[src/design/spectrum_smoother_band_averager_top_macros.svh]
// ----------------------------------------------------------------------------
// Assertion macros for the spectrum smoother band averager
// Immediate-consequence and next-cycle checks, empty when SYNTH is defined.
// ----------------------------------------------------------------------------
`ifndef SPECTRUM_SMOOTHER_BAND_AVERAGER_TOP_MACROS_SVH
`define SPECTRUM_SMOOTHER_BAND_AVERAGER_TOP_MACROS_SVH

`ifndef SYNTH
// Check that a condition implies another in the same cycle
`define SSBA_CHK_NOW(name, clk, rst_n, ante, cons) \
	name: assert property (@(posedge clk) disable iff (!rst_n) (ante) |-> (cons)) \
		else $error("ssba check failed");
// Check that a condition implies another in the next cycle
`define SSBA_CHK_NEXT(name, clk, rst_n, ante, cons) \
	name: assert property (@(posedge clk) disable iff (!rst_n) (ante) |=> (cons)) \
		else $error("ssba check failed");
`else
`define SSBA_CHK_NOW(name, clk, rst_n, ante, cons)
`define SSBA_CHK_NEXT(name, clk, rst_n, ante, cons)
`endif

`endif

[src/design/ssba_pkg.sv]
// ----------------------------------------------------------------------------
// ssba_pkg
// Shared types and constants of the spectrum smoother band averager.
// ----------------------------------------------------------------------------
`default_nettype none

package ssba_pkg;

	// Fixed field widths
	localparam int CH_W     = 2;
	localparam int MAG_W    = 24;
	localparam int IDX_W    = 11;
	localparam int BIDX_W   = 10;
	localparam int OUT_W    = 24;
	localparam int BC_W     = 11;
	localparam int SM_W     = 16;
	localparam int CFG_IX_W = 1;
	localparam int CFG_D_W  = 16;

	// Register indexes
	localparam logic [CFG_IX_W-1:0] CFG_BIN_COUNT = 1'd0;
	localparam logic [CFG_IX_W-1:0] CFG_SMOOTHING = 1'd1;

	// Register reset values
	localparam logic [BC_W-1:0] BIN_COUNT_RST = 11'd512;
	localparam logic [SM_W-1:0] SMOOTHING_RST = 16'd55706;

	// Unity weight in Q1.16
	localparam logic [16:0] WEIGHT_ONE = 17'h10000;

	// Index limits
	localparam logic [IDX_W-1:0]  CNT_TOP = 11'd2047;
	localparam logic [BIDX_W-1:0] IDX_TOP = 10'd1023;

	// n/10 = (n*RECIP10)>>SHIFT_TENTH, 2n/5 = (n*RECIP10)>>SHIFT_TWO_FIFTH
	localparam logic [15:0] RECIP10         = 16'd52429;
	localparam int          SHIFT_TENTH     = 19;
	localparam int          SHIFT_TWO_FIFTH = 17;

	// Band codes
	localparam logic [1:0] BAND_LOW  = 2'd0;
	localparam logic [1:0] BAND_MID  = 2'd1;
	localparam logic [1:0] BAND_HIGH = 2'd2;

	// Queue between front and back
	localparam int QDEPTH = 4;
	localparam int QPW    = 2;

	typedef struct packed {
		logic [CH_W-1:0]  channel;
		logic [IDX_W-1:0] bin_idx;
		logic [MAG_W-1:0] magnitude;
		logic             used;
		logic             last;
	} q_entry_t;

	typedef struct packed {
		logic [CH_W-1:0]   out_channel;
		logic [BIDX_W-1:0] bin_index;
		logic [OUT_W-1:0]  smoothed;
		logic              bin_used;
		logic              bands_valid;
		logic [OUT_W-1:0]  bass;
		logic [OUT_W-1:0]  mid;
		logic [OUT_W-1:0]  treble;
	} result_t;

	typedef struct packed {
		logic idle;
		logic dividing;
	} back_stat_t;

endpackage

`default_nettype wire

[src/design/ssba_front.sv]
// ----------------------------------------------------------------------------
// ssba_front
// Takes input words, counts the bin index, latches the frame channel and
// marks each bin as used or unused before queueing it.
// ----------------------------------------------------------------------------
`default_nettype none

module ssba_front #(
	parameter int MAX_BINS = 1024
) (
	input  wire logic                            clk,
	input  wire logic                            arst_n,
	input  wire logic [$clog2(MAX_BINS+1)-1:0]   n,
	input  wire logic                            in_valid,
	output logic                                 in_ready,
	input  wire logic [ssba_pkg::CH_W-1:0]       in_channel,
	input  wire logic [ssba_pkg::MAG_W-1:0]      in_magnitude,
	input  wire logic                            in_last,
	input  wire logic                            q_full,
	output logic                                 q_push,
	output ssba_pkg::q_entry_t                   q_data
);

	import ssba_pkg::*;

	localparam int NW = $clog2(MAX_BINS + 1);
	localparam int CW = (NW > IDX_W) ? NW : IDX_W;

	logic [IDX_W-1:0] cnt_q;
	logic [CH_W-1:0]  chan_q;
	logic [CH_W-1:0]  cur_chan;
	logic             first;

	assign in_ready = !q_full;
	assign q_push   = in_valid && !q_full;
	assign first    = (cnt_q == '0);
	assign cur_chan = first ? in_channel : chan_q;

	// Classify the bin
	always_comb begin
		q_data.channel   = cur_chan;
		q_data.bin_idx   = cnt_q;
		q_data.magnitude = in_magnitude;
		q_data.used      = (CW'(cnt_q) < CW'(n));
		q_data.last      = in_last;
	end

	// Count bins and latch the channel on the first bin
	always_ff @(posedge clk or negedge arst_n) begin
		if (!arst_n) begin
			cnt_q  <= '0;
			chan_q <= '0;
		end else if (q_push) begin
			if (first) begin
				chan_q <= in_channel;
			end
			if (in_last) begin
				cnt_q <= '0;
			end else if (cnt_q < CNT_TOP) begin
				cnt_q <= cnt_q + 1'b1;
			end
		end
	end

endmodule

`default_nettype wire

[config.mk]
export PLATFORM = sky130hd
export DESIGN_NAME = ssba_front
export DESIGN_NICKNAME = d
export VERILOG_FILES = /design/src/design/spectrum_smoother_band_averager_top_macros.svh /design/src/design/ssba_pkg.sv /design/src/design/ssba_front.sv
export SDC_FILE = /design/constraint.sdc
export NUM_CORES = 1
export LEC_CHECK = 0
export ABC_AREA = 1
export CAP_MARGIN = 20
export CORE_ASPECT_RATIO = 1.2
export CORE_UTILIZATION = 50
export DETAILED_ROUTE_END_ITERATION = 8
export DONT_BUFFER_PORTS = 1
export PLACE_DENSITY = 0.76
export SYNTH_ARGS = -nofsm -noshare
export SYNTH_HDL_FRONTEND = slang
export SYNTH_SLANG_ARGS = --single-unit
[constraint.sdc]
create_clock -name clk -period 1.4 [get_ports clk]
set_input_delay 0.28 -clock clk [delete_from_list [all_inputs] [get_ports clk]]
set_output_delay 0.28 -clock clk [all_outputs]
set_load 0.005 [all_outputs]
== After elaboration in Yosys (flattened, before gate mapping) ==
Cells that the tools add are included.

* Register bits: 13
* Input port bits: 42
* Output and inout port bits: 41
* Word-level logic and storage cells: 13

* Add/subtract/negate cells: 1
* Magnitude comparators: 2
* Multiplexer cells: 3
* Reduce and logical (&&, ||, !) cells: 5

{| class="wikitable"
|+ Operators with widths
! kind !! count
|-
| 11-bit two-way mux || 2
|-
| 11-bit by 1-bit adder with 11-bit output, second input constant || 1
|-
| 11-bit logical NOT || 1
|-
| 11-bit less-than comparator || 1
|-
| 11-bit less-than comparator, second input constant || 1
|-
| 2-bit two-way mux || 1
|-
| 2-bit AND reduction || 1
|-
| 2-bit nonzero test || 1
|-
| 1-bit logical AND || 1
|-
| 1-bit logical NOT || 1
|}

== Longest topological paths before layout ==
* Depth in word-level cells: 3
* Depth in mapped cells: 9

== Worst setup path before layout ==
Ideal clock, no wire load.

* Path type: register -> output
* Start point: register cnt_q[0]
* End point: output port q_data[37] (netlist name)
* Arrival: 1.245 ns
* Slack: -0.125 ns
* Stages on the path, launching flop included: 9
* Path through: dfrtp_1 > inv_1 > ha_1 > inv_1 > nor2_1 > nand2_1 > nor2_1 > nand3_1 > and2_1

{| class="wikitable"
|+ RTL lines
! item !! line !! RTL
|-
| from (decl) || ssba_front.sv:29 || <nowiki>logic [IDX_W-1:0] cnt_q;</nowiki>
|-
| from (signal assigned) || ssba_front.sv:60 || <nowiki>cnt_q <= cnt_q + 1'b1;</nowiki>
|-
| to (decl) || ssba_front.sv:21 || <nowiki>output ssba_pkg::q_entry_t q_data</nowiki>
|}

==> out/results.txt <==
Worst-Skew Late Latency = 0.28 ns
warnings from Yosys = 0
post-route cell area = 1910 um2
Clock Sinks = 13
initial antenna violation count = 0
fin nets = 280
P_sw = 0.000391 W
Yosys top cell area share = 0.232
Place WS = -0.0944 ns
Hold WC Path Type = in2reg
endpoints failing setup = 15
gr ovfl total = 0
part of the power in registers = 0.375
GRT met2 Usage = 0.501
Tcrit/Tclk final = 1.27
status = finished with violations
Final HPWL DP = 2570 um
Clk network pwr share = 0.211
CORE AREA = 2600 um2
final clock skew = 0.00470 ns
Final Critical Period = 1.77 ns
Critical Path Start Type = flip-flop
VDD IR max = 0.574 mV
vias in the first global route = 1399
max frequency = 565 MHz
CTS buffer count = 3
WL/cell = 15.7 um
arrival time worst endpoint = 1.49 ns
Slew @ Worst Pin = 0.639 ns
Final ANT Viol Nets = 0
largest net degree at the start of global routing = 14
met3 Resource Use GR = 0.0636
PnR Total Power = 0.00114 W
htree depth = 1
CP startpoint = cnt_q[7]$_DFFE_PN0P_
P&R area growth vs syn = 36.2%
Post-Syn Area per Cell = 6.76 um2
1st-iter DRT viols = 64
global-route met1 utilization = 0.269
Switching Share = 0.343
RSZ-0062 raised after global routing = yes
Cells after Synth = 207
Post-route DRC = 0
post-synthesis sequential area ratio = 0.232
GRT busiest layer = met2
final hold vios = 0
P_leak = 0.936 nW
Die Ht = 60.0 um
IO Pins = 83
synthesis-stage register bit count = 13
synth unique cells = 22
Final GP Congestion = 0.879
total wire length = 4050 um
PnR worst setup slack = -0.371 ns
standard-cell rows = 20
failing checks = negative setup slack
Total Negative Setup Slacks = -2.82 ns
Synth area leader = dfrtp_1
Initial Util = 0.538
Worst setup EP type = output port
number of diodes = 0
FILL cells = 205
Global Route Usage Sum = 0.270
Max Slew Vio Count = 0
Max-cap violations = 0
most frequent cells in the layout = nand2_1, buf_4, inv_1, nand3_1, nor2_1
share of post-route cells with drive strength above 1 = 0.493
non-filler cells, final = 258
commonest non-fill, non-tap cell in the layout = nand2_1
Slew HR = 0.572
Die X = 50.3 um
Setup CP Type = reg2out
Max FO, Critical Path = 7
hold depth = 3
FF-to-FF path depth = 12
placed cell area = 1480 um2
number of iterations in the first detailed-routing pass = 4
Post-Syn Nets = 261
TritonCTS clock tree = done
Logic pwr share = 0.413
Placed Instances = 237
worst reg2reg path startpoint = cnt_q[7]$_DFFE_PN0P_
# port buffers = 0
Via-to-Cell Ratio = 5.59
die area = 3020 um2
clock-pin slew on the worst setup and hold paths = 0.08 ns
Int Pwr = 0.000750 W
dominant cells by area after synthesis = dfrtp_1, nand2_1, buf_4
Pwr Density = 598 nW/um2
Worst EP required = 1.12 ns
Root Buffer = clkbuf_4
HP Start = in_valid
via count = 1442
Bufs on Longest Clock Path = 2
first-pass GRT wire length = 6030 um
Synth Cell Area = 1400 um2
sequential cells by signal, indices dropped and copies added, names as in the netlist:
name    count
chan_q      2
cnt_q      11
synth_stat cells (all sizes together):
library cell and number:
nor2 22, xor2 1, o21ai 8, and2 2, buf 26, or2 1, o21a 1, a21oi 5
o211ai 1, dfrtp 13, nand3 20, inv 30, o21bai 3, nor3 2, ha 12, nand2 60
final timing paths:
path                                              end  slack, ns
worst max-delay path                       q_data[38]      -0.37
worst min-delay path            chan_q[1]$_DFFE_PN0P_       0.20
worst max register to register  chan_q[1]$_DFFE_PN0P_      -0.20
worst min register to register  chan_q[1]$_DFFE_PN0P_       0.49
max in group asynchronous        cnt_q[3]$_DFFE_PN0P_       0.49
min in group asynchronous        cnt_q[2]$_DFFE_PN0P_       0.45
repair_timing:
action                     in CTS  in global routing
hold endpoints to repair       13                  0
pin swaps                      12                 13
hold buffers                    1                  0
resized for setup              22                 42
gates cloned                    0                  1
setup endpoints to repair       7                 16
buffers inserted               13                  2
routing by layer:
metal	routed length (um)	share of wire	vias up
met5	0	0	-
met4	128	0.032	0
met3	270	0.067	23
met2	2200	0.54	75
met1	1440	0.36	684
li1	-	-	660
kinds of logic (layout without fill, tap and decap cells):
family          after synthesis  in the layout  synth area share
compound gates               18             18            0.0867
xor+xnor                      1              1           0.00626
simple gates                107            108             0.342
buf+inv                      56             73             0.225
flops                        13             13             0.232
fa+ha+maj                    12             12             0.107
power by group through the flow:
stage	registers [W]	clock network [W]	logic (W)
after floorplan	0.000443	0	0.000251
after global placement	0.000432	0	0.000272
after detailed placement	0.000436	0	0.000283
after CTS	0.000427	0.000238	0.000406
after global routing	0.000432	0.000274	0.000520
final	0.000428	0.000241	0.000472
metrics by stage:
stage | hold slack (ns) | utilization
final | 0.198 | 0.733
after global routing | 0.206 | 0.733
after CTS | 0.203 | 0.662
after detailed placement | -0.0153 | 0.569
after global placement | -0.0153 | 0.569
after floorplan | -0.0156 | -
layout make-up:
type,instances,area (um2),area share
multi-input cells,139,1040,0.547
repair buffers,39,345,0.181
flip-flops and latches,13,337,0.177
inverters,30,115,0.0604
well taps,33,41.3,0.0217
clock buffers,4,26.3,0.0138
worst max-delay path, stage by stage, from the launching register on:
cell	delay, ns
dfrtp_2	0.44
buf_4	0.18
nor2_2	0.10
nand2_2	0.08
nor2_2	0.17
nand3_2	0.09
and2_4	0.15
(Power assumes the default switching activity.)
