### config.mk
export PLATFORM = sky130hd
export DESIGN_NAME = ssba_fifo
export DESIGN_NICKNAME = d
export VERILOG_FILES = /design/src/design/spectrum_smoother_band_averager_top_macros.svh /design/src/design/ssba_pkg.sv /design/src/design/ssba_fifo.sv
export SDC_FILE = /design/constraint.sdc
export NUM_CORES = 1
export LEC_CHECK = 0
export ABC_AREA = 0
export BUFFER_PORTS_ARGS = -buffer_cell sky130_fd_sc_hd__buf_2
export CAP_MARGIN = 0
export CORE_MARGIN = 2
export CORE_UTILIZATION = 57
export CTS_CLUSTER_SIZE = 16
export DETAILED_ROUTE_END_ITERATION = 6
export GPL_TIMING_DRIVEN = 1
export PLACE_DENSITY = 0.75
export SYNTH_ARGS = -nofsm -noshare
export SYNTH_HDL_FRONTEND = slang
export SYNTH_SLANG_ARGS = --single-unit
### constraint.sdc
create_clock -name clk -period 2.7 [get_ports clk]
set_input_delay 0.54 -clock clk [delete_from_list [all_inputs] [get_ports clk]]
set_output_delay 0.54 -clock clk [all_outputs]
set_load 0.005 [all_outputs]
### src/design/spectrum_smoother_band_averager_top_macros.svh
// ----------------------------------------------------------------------------
// Assertion macros for the spectrum smoother band averager
// Immediate-consequence and next-cycle checks, empty when SYNTH is defined.
// ----------------------------------------------------------------------------
`ifndef SPECTRUM_SMOOTHER_BAND_AVERAGER_TOP_MACROS_SVH
`define SPECTRUM_SMOOTHER_BAND_AVERAGER_TOP_MACROS_SVH

`ifndef SYNTH
// Check that a condition implies another in the same cycle
`define SSBA_CHK_NOW(name, clk, rst_n, ante, cons) \
	name: assert property (@(posedge clk) disable iff (!rst_n) (ante) |-> (cons)) \
		else $error("ssba check failed");
// Check that a condition implies another in the next cycle
`define SSBA_CHK_NEXT(name, clk, rst_n, ante, cons) \
	name: assert property (@(posedge clk) disable iff (!rst_n) (ante) |=> (cons)) \
		else $error("ssba check failed");
`else
`define SSBA_CHK_NOW(name, clk, rst_n, ante, cons)
`define SSBA_CHK_NEXT(name, clk, rst_n, ante, cons)
`endif

`endif

### src/design/ssba_pkg.sv
// ----------------------------------------------------------------------------
// ssba_pkg
// Shared types and constants of the spectrum smoother band averager.
// ----------------------------------------------------------------------------
`default_nettype none

package ssba_pkg;

	// Fixed field widths
	localparam int CH_W     = 2;
	localparam int MAG_W    = 24;
	localparam int IDX_W    = 11;
	localparam int BIDX_W   = 10;
	localparam int OUT_W    = 24;
	localparam int BC_W     = 11;
	localparam int SM_W     = 16;
	localparam int CFG_IX_W = 1;
	localparam int CFG_D_W  = 16;

	// Register indexes
	localparam logic [CFG_IX_W-1:0] CFG_BIN_COUNT = 1'd0;
	localparam logic [CFG_IX_W-1:0] CFG_SMOOTHING = 1'd1;

	// Register reset values
	localparam logic [BC_W-1:0] BIN_COUNT_RST = 11'd512;
	localparam logic [SM_W-1:0] SMOOTHING_RST = 16'd55706;

	// Unity weight in Q1.16
	localparam logic [16:0] WEIGHT_ONE = 17'h10000;

	// Index limits
	localparam logic [IDX_W-1:0]  CNT_TOP = 11'd2047;
	localparam logic [BIDX_W-1:0] IDX_TOP = 10'd1023;

	// n/10 = (n*RECIP10)>>SHIFT_TENTH, 2n/5 = (n*RECIP10)>>SHIFT_TWO_FIFTH
	localparam logic [15:0] RECIP10         = 16'd52429;
	localparam int          SHIFT_TENTH     = 19;
	localparam int          SHIFT_TWO_FIFTH = 17;

	// Band codes
	localparam logic [1:0] BAND_LOW  = 2'd0;
	localparam logic [1:0] BAND_MID  = 2'd1;
	localparam logic [1:0] BAND_HIGH = 2'd2;

	// Queue between front and back
	localparam int QDEPTH = 4;
	localparam int QPW    = 2;

	typedef struct packed {
		logic [CH_W-1:0]  channel;
		logic [IDX_W-1:0] bin_idx;
		logic [MAG_W-1:0] magnitude;
		logic             used;
		logic             last;
	} q_entry_t;

	typedef struct packed {
		logic [CH_W-1:0]   out_channel;
		logic [BIDX_W-1:0] bin_index;
		logic [OUT_W-1:0]  smoothed;
		logic              bin_used;
		logic              bands_valid;
		logic [OUT_W-1:0]  bass;
		logic [OUT_W-1:0]  mid;
		logic [OUT_W-1:0]  treble;
	} result_t;

	typedef struct packed {
		logic idle;
		logic dividing;
	} back_stat_t;

endpackage

`default_nettype wire

### src/design/ssba_fifo.sv
// ----------------------------------------------------------------------------
// ssba_fifo
// Short queue of classified bins between the front and the back.
// ----------------------------------------------------------------------------
`default_nettype none

module ssba_fifo (
	input  wire logic               clk,
	input  wire logic               arst_n,
	input  wire logic               push,
	input  wire ssba_pkg::q_entry_t push_data,
	output logic                    full,
	input  wire logic               pop,
	output logic                    valid,
	output ssba_pkg::q_entry_t      pop_data
);

	import ssba_pkg::*;

	q_entry_t       mem_q [QDEPTH];
	logic [QPW-1:0] wr_ptr_q;
	logic [QPW-1:0] rd_ptr_q;
	logic [QPW:0]   cnt_q;

	assign full     = (cnt_q == (QPW+1)'(QDEPTH));
	assign valid    = (cnt_q != '0);
	assign pop_data = mem_q[rd_ptr_q];

	// Advance pointers and count
	always_ff @(posedge clk or negedge arst_n) begin
		if (!arst_n) begin
			wr_ptr_q <= '0;
			rd_ptr_q <= '0;
			cnt_q    <= '0;
		end else begin
			if (push) begin
				wr_ptr_q <= wr_ptr_q + 1'b1;
			end
			if (pop) begin
				rd_ptr_q <= rd_ptr_q + 1'b1;
			end
			if (push && !pop) begin
				cnt_q <= cnt_q + 1'b1;
			end else if (!push && pop) begin
				cnt_q <= cnt_q - 1'b1;
			end
		end
	end

	// Store entries
	always_ff @(posedge clk) begin
		if (push) begin
			mem_q[wr_ptr_q] <= push_data;
		end
	end

endmodule

`default_nettype wire

* Yosys cells after proc, flatten, opt, wreduce, memory -nomap -nowiden *
Memories as Yosys holds them, arrays and structs flattened.
Index checks and enable logic that the tools add are counted.

cells by class
  reductions and logical operators = 6
  add/sub/neg operators = 4
  mux-type cells = 4
  eq/ne operators = 1

operator list
  kind                 number
  $mux 3               2
  $add 2x1->2 const B  2
  $add 3x1->3 const B  1
  $eq 3x3->1 const B   1
  $reduce_bool 3->1    1
  $sub 3x1->3 const B  1
  $logic_and 1x1->1    2
  $logic_not 1->1      2
  $mux 1               2
  $reduce_bool 2->1    1

storage, ports and cells
  output and inout bits = 41
  input port bits = 43
  logic and storage cells = 19
  RAM bits = 156
  memories kept = 1
  flip-flop bits (word level) = 7

memories
  name   depth  width  rd ports  clocked after Yosys merged registers in  wr ports  line             RTL
  mem_q  4      39     1         0                                        1         ssba_fifo.sv:20  q_entry_t mem_q [QDEPTH];

* Logic depth before layout (Yosys ltp) *
  word-level depth = 4
  gate-level depth with buffers = 7
  gate-level depth less buffers = 7

* Least setup slack after synthesis *
OpenSTA, ideal clock, no wires.

  path kind = register -> register
  start = register wr_ptr_q[0]
  end = memory mem_q[2][0] (netlist name) (enable)
  library setup time = 0.400 ns
  path buffers = 0
  path slack = 0.739 ns
  data arrival time = 1.561 ns
  period minus slack after synthesis = 1.961 ns
  stages on the path, launching flop included = 4
  data required time = 2.300 ns
  path through = dfrtp_1 > inv_1 > ha_1 > and2_1

RTL lines
  what                    line             RTL
  from (decl)             ssba_fifo.sv:21  logic [QPW-1:0] wr_ptr_q;
  from (signal assigned)  ssba_fifo.sv:37  wr_ptr_q <= wr_ptr_q + 1'b1;
  to (decl)               ssba_fifo.sv:20

No word-level cell before the write port.

==> metrics.cfg <==
[layout]
share_of_post_route_cells_with_drive_strength_above_1_pct = 46.6
mostFrequentLayoutCell = edfxtp_1
antenna-diode-count = 0
num-nets-final = 389
layout.cells.most_common_list = 156 x edfxtp_1, 83 x buf_2, 38 x mux4_2, 16 x clkbuf_16
layout.cells.non_filler = 488
area.growth.synth_to_final_pct = 20.0

[sta]
fmaxAchievable_mhz = 388
totalNegativeSetupSlack_ns = 0
rsz0062_at_grt = false
slew_headroom_pct = 66.2
drv_slew = 0
timing.final.crit_period_ns = 2.57
finalHoldViolCount = 0
final_setup_violating_endpoints = 0
skew_ns = 0.00779
period_share_pct = 95.3
tightest_slew_ns = 0.507

[setup_path]
timing.reg2reg.setup_slack_ns = 1.04
worstSetupEndpointType = output pin
critical_path_required_ns = 2.16
worst-r2r-cell-count = 4
worstSetupStartpointType = flip-flop
criticalPathCategory = reg -> out
timing.critical_path.fanout_max = 19
worstReg2RegStart = wr_ptr_q[0]$_DFFE_PN0P_
cp_data_arrival_time_ns = 2.03
crit-reg2reg-capture = mem_q[0][13]$_DFFE_PP_

[synth]
syn_avg_cell_area_sq_um = 25.5
postSynthCellCount = 238
yosys_warnings = 0
netlist_area_sq_mm = 0.00607
yosysSeqAreaShare_pct = 80.1
distinct_cells_synth = 19
synth.ff_latch_count = 163
syn-num-nets = 287

[grt]
track_usage_pct = 19.1
largest_net_degree_at_the_start_of_global_routing = 29
grt_first_pass_wirelength_um = 15400
grt_pass1_vias = 2788
aggregate_global_routing_overflow = 0
antenna_violations_before_repair = 1

[power_and_ir_drop]
pwr-share-comb_pct = 25.3
switchingPower_uw = 2070
vdd_ir_drop_max_v = 0.000576
pd_cells_mw_per_mm2 = 1090
power_frac_seq_pct = 44.3
cell_internal_pwr_uw = 5880
share_clk_of_total_power_pct = 30.4
p_sw_share_pct = 26.0
static-leakage-power_uw = 0.00255

[drt]
wl_um = 10100
drt-wirelength-per-cell_um = 20.7
drc_errors = 0
postRouteAntennaNets = 0
detail_route.iter0.violations = 148
dr_total_vias = 2724
vias_per_cell = 5.58
first_pass_iters = 4

[clock_tree]
cts_max_path_buffers = 2
clock_h_tree_levels = 4
worst_skew_pair.late_latency_ns = 0.52
cts_setup_buffers = 0
cts_root_buffer = clkbuf_8
worst_setup_hold_path_clk_slew_ns = 0.07
tritoncts.num_buffers = 17
tritoncts_clock_tree = done
clkSinkCount = 163

[floorplan]
initial_core_util_pct = 58.8
num_io_pins = 84
die_y_um = 107
die_area_sq_mm = 0.0115
placementRows = 37
die_w_um = 107
core-area_sq_mm = 0.0103

[hold_path]
min_to = mem_q[0][37]$_DFFE_PP_
min_path_type = in -> reg
min_from = push_data[37]
hold_path_depth = 1

[placed_design]
place_inst = 456
buffer_ports.inserted = 83
post-dp-hpwl_um = 5980
place_congestion = 0.698

[job]
max_cap_violations = 0

[run_status]
run_status = finished clean

[worst max-delay path: stages (launching register included)]
cell,delay (ns)
dfrtp_2,0.36
buf_4,0.34
mux4_1,0.65
buf_2,0.15
[kinds of logic (layout without fill, tap and decap cells)]
group,after synthesis,after routing,synth area share [%]
xor gates and xnor gates,6,6,0.866
and+or+nand+nor,9,9,0.825
adders and majority gates,6,6,1.36
DFF,163,163,80.1
buffers and inverters,13,127,2.08
AOI/OAI and AO/OA,1,1,0.0824
muxes,40,40,14.7
[power groups by stage]
stage	Sequential [uW]	Combinational, uW	Clock (uW)
2_1_floorplan	3470	1420	0
6_report	3520	2010	2420
3_3_place_gp	3540	2030	0
3_5_place_dp	3570	2050	0
4_1_cts	3530	2070	2460
5_1_grt	3560	2200	2540
[Yosys cell counts, drive strengths merged]
master / instances / area [sq um]
inv: 4 / 15.0
xnor2: 2 / 17.5
and2: 4 / 25.0
fa: 1 / 20.0
edfxtp: 156 / 4680
xor2: 4 / 35.0
buf: 9 / 111
o21ai: 1 / 5.00
nand2: 2 / 7.51
mux2: 1 / 11.3
nor3b: 1 / 7.51
mux4: 39 / 882
or3: 1 / 6.26
ha: 5 / 62.6
dfrtp: 7 / 175
nor2: 1 / 3.75
[how the worst max path moves through the flow]
stage	slack, ns	end	depth (start not counted)	from
final	0.13	pop_data[34]	3	rd_ptr_q[0]$_DFFE_PN0P_
after global routing	0.02	pop_data[34]	3	rd_ptr_q[0]$_DFFE_PN0P_
after CTS	0.07	pop_data[34]	3	rd_ptr_q[0]$_DFFE_PN0P_
after global placement	0.67	pop_data[34]	3	rd_ptr_q[0]$_DFFE_PN0P_
after detailed placement	0.65	pop_data[34]	3	rd_ptr_q[0]$_DFFE_PN0P_
after floorplan	0.74	mem_q[2][0]$_DFFE_PP_	3	wr_ptr_q[0]$_DFFE_PN0P_
[through the flow]
stage	worst slack (ns)	util, %	power (uW)	hold WS, ns	instance area [sq um]
floorplan	0.739	-	4890	0.244	6070
global placement	0.670	64.6	5570	0.386	6670
detailed placement	0.653	64.6	5620	0.386	6670
CTS	0.0725	70.6	8050	0.202	7290
global route	0.0175	70.6	8300	0.212	7290
finish	0.126	70.6	7940	0.227	7290
[layout make-up]
| class | instances | area (sq um) |
|---|---|---|
| clock buffers | 18 | 418 |
| repair buffers | 92 | 548 |
| inverters | 4 | 15.0 |
| clock inverters | 13 | 184 |
| well taps | 136 | 170 |
| fillers | 606 | 3040 |
| flip-flops and latches | 163 | 4860 |
| multi-input cells | 62 | 1090 |
[state kept, by name (all words and copies together), names as in the netlist]
signal    cells
cnt_q         3
mem_q       156
rd_ptr_q      2
wr_ptr_q      2
[repair_timing]
action | in CTS | in global routing
resized for setup | 0 | 0
endpoints found under the hold margin | 7 | 0
hold buffers | 1 | 0
[layer usage]
layer  vias up  GRT usage [%]  part of all wire (%)
li1       1210              -                     -
met1      1413           24.2                    41
met2        87           31.1                    53
met3        12           6.08                   5.5
met4         2           7.79                   1.1
met5         -              0                  0.15
No activity file was read; power rests on OpenSTA's default activity.
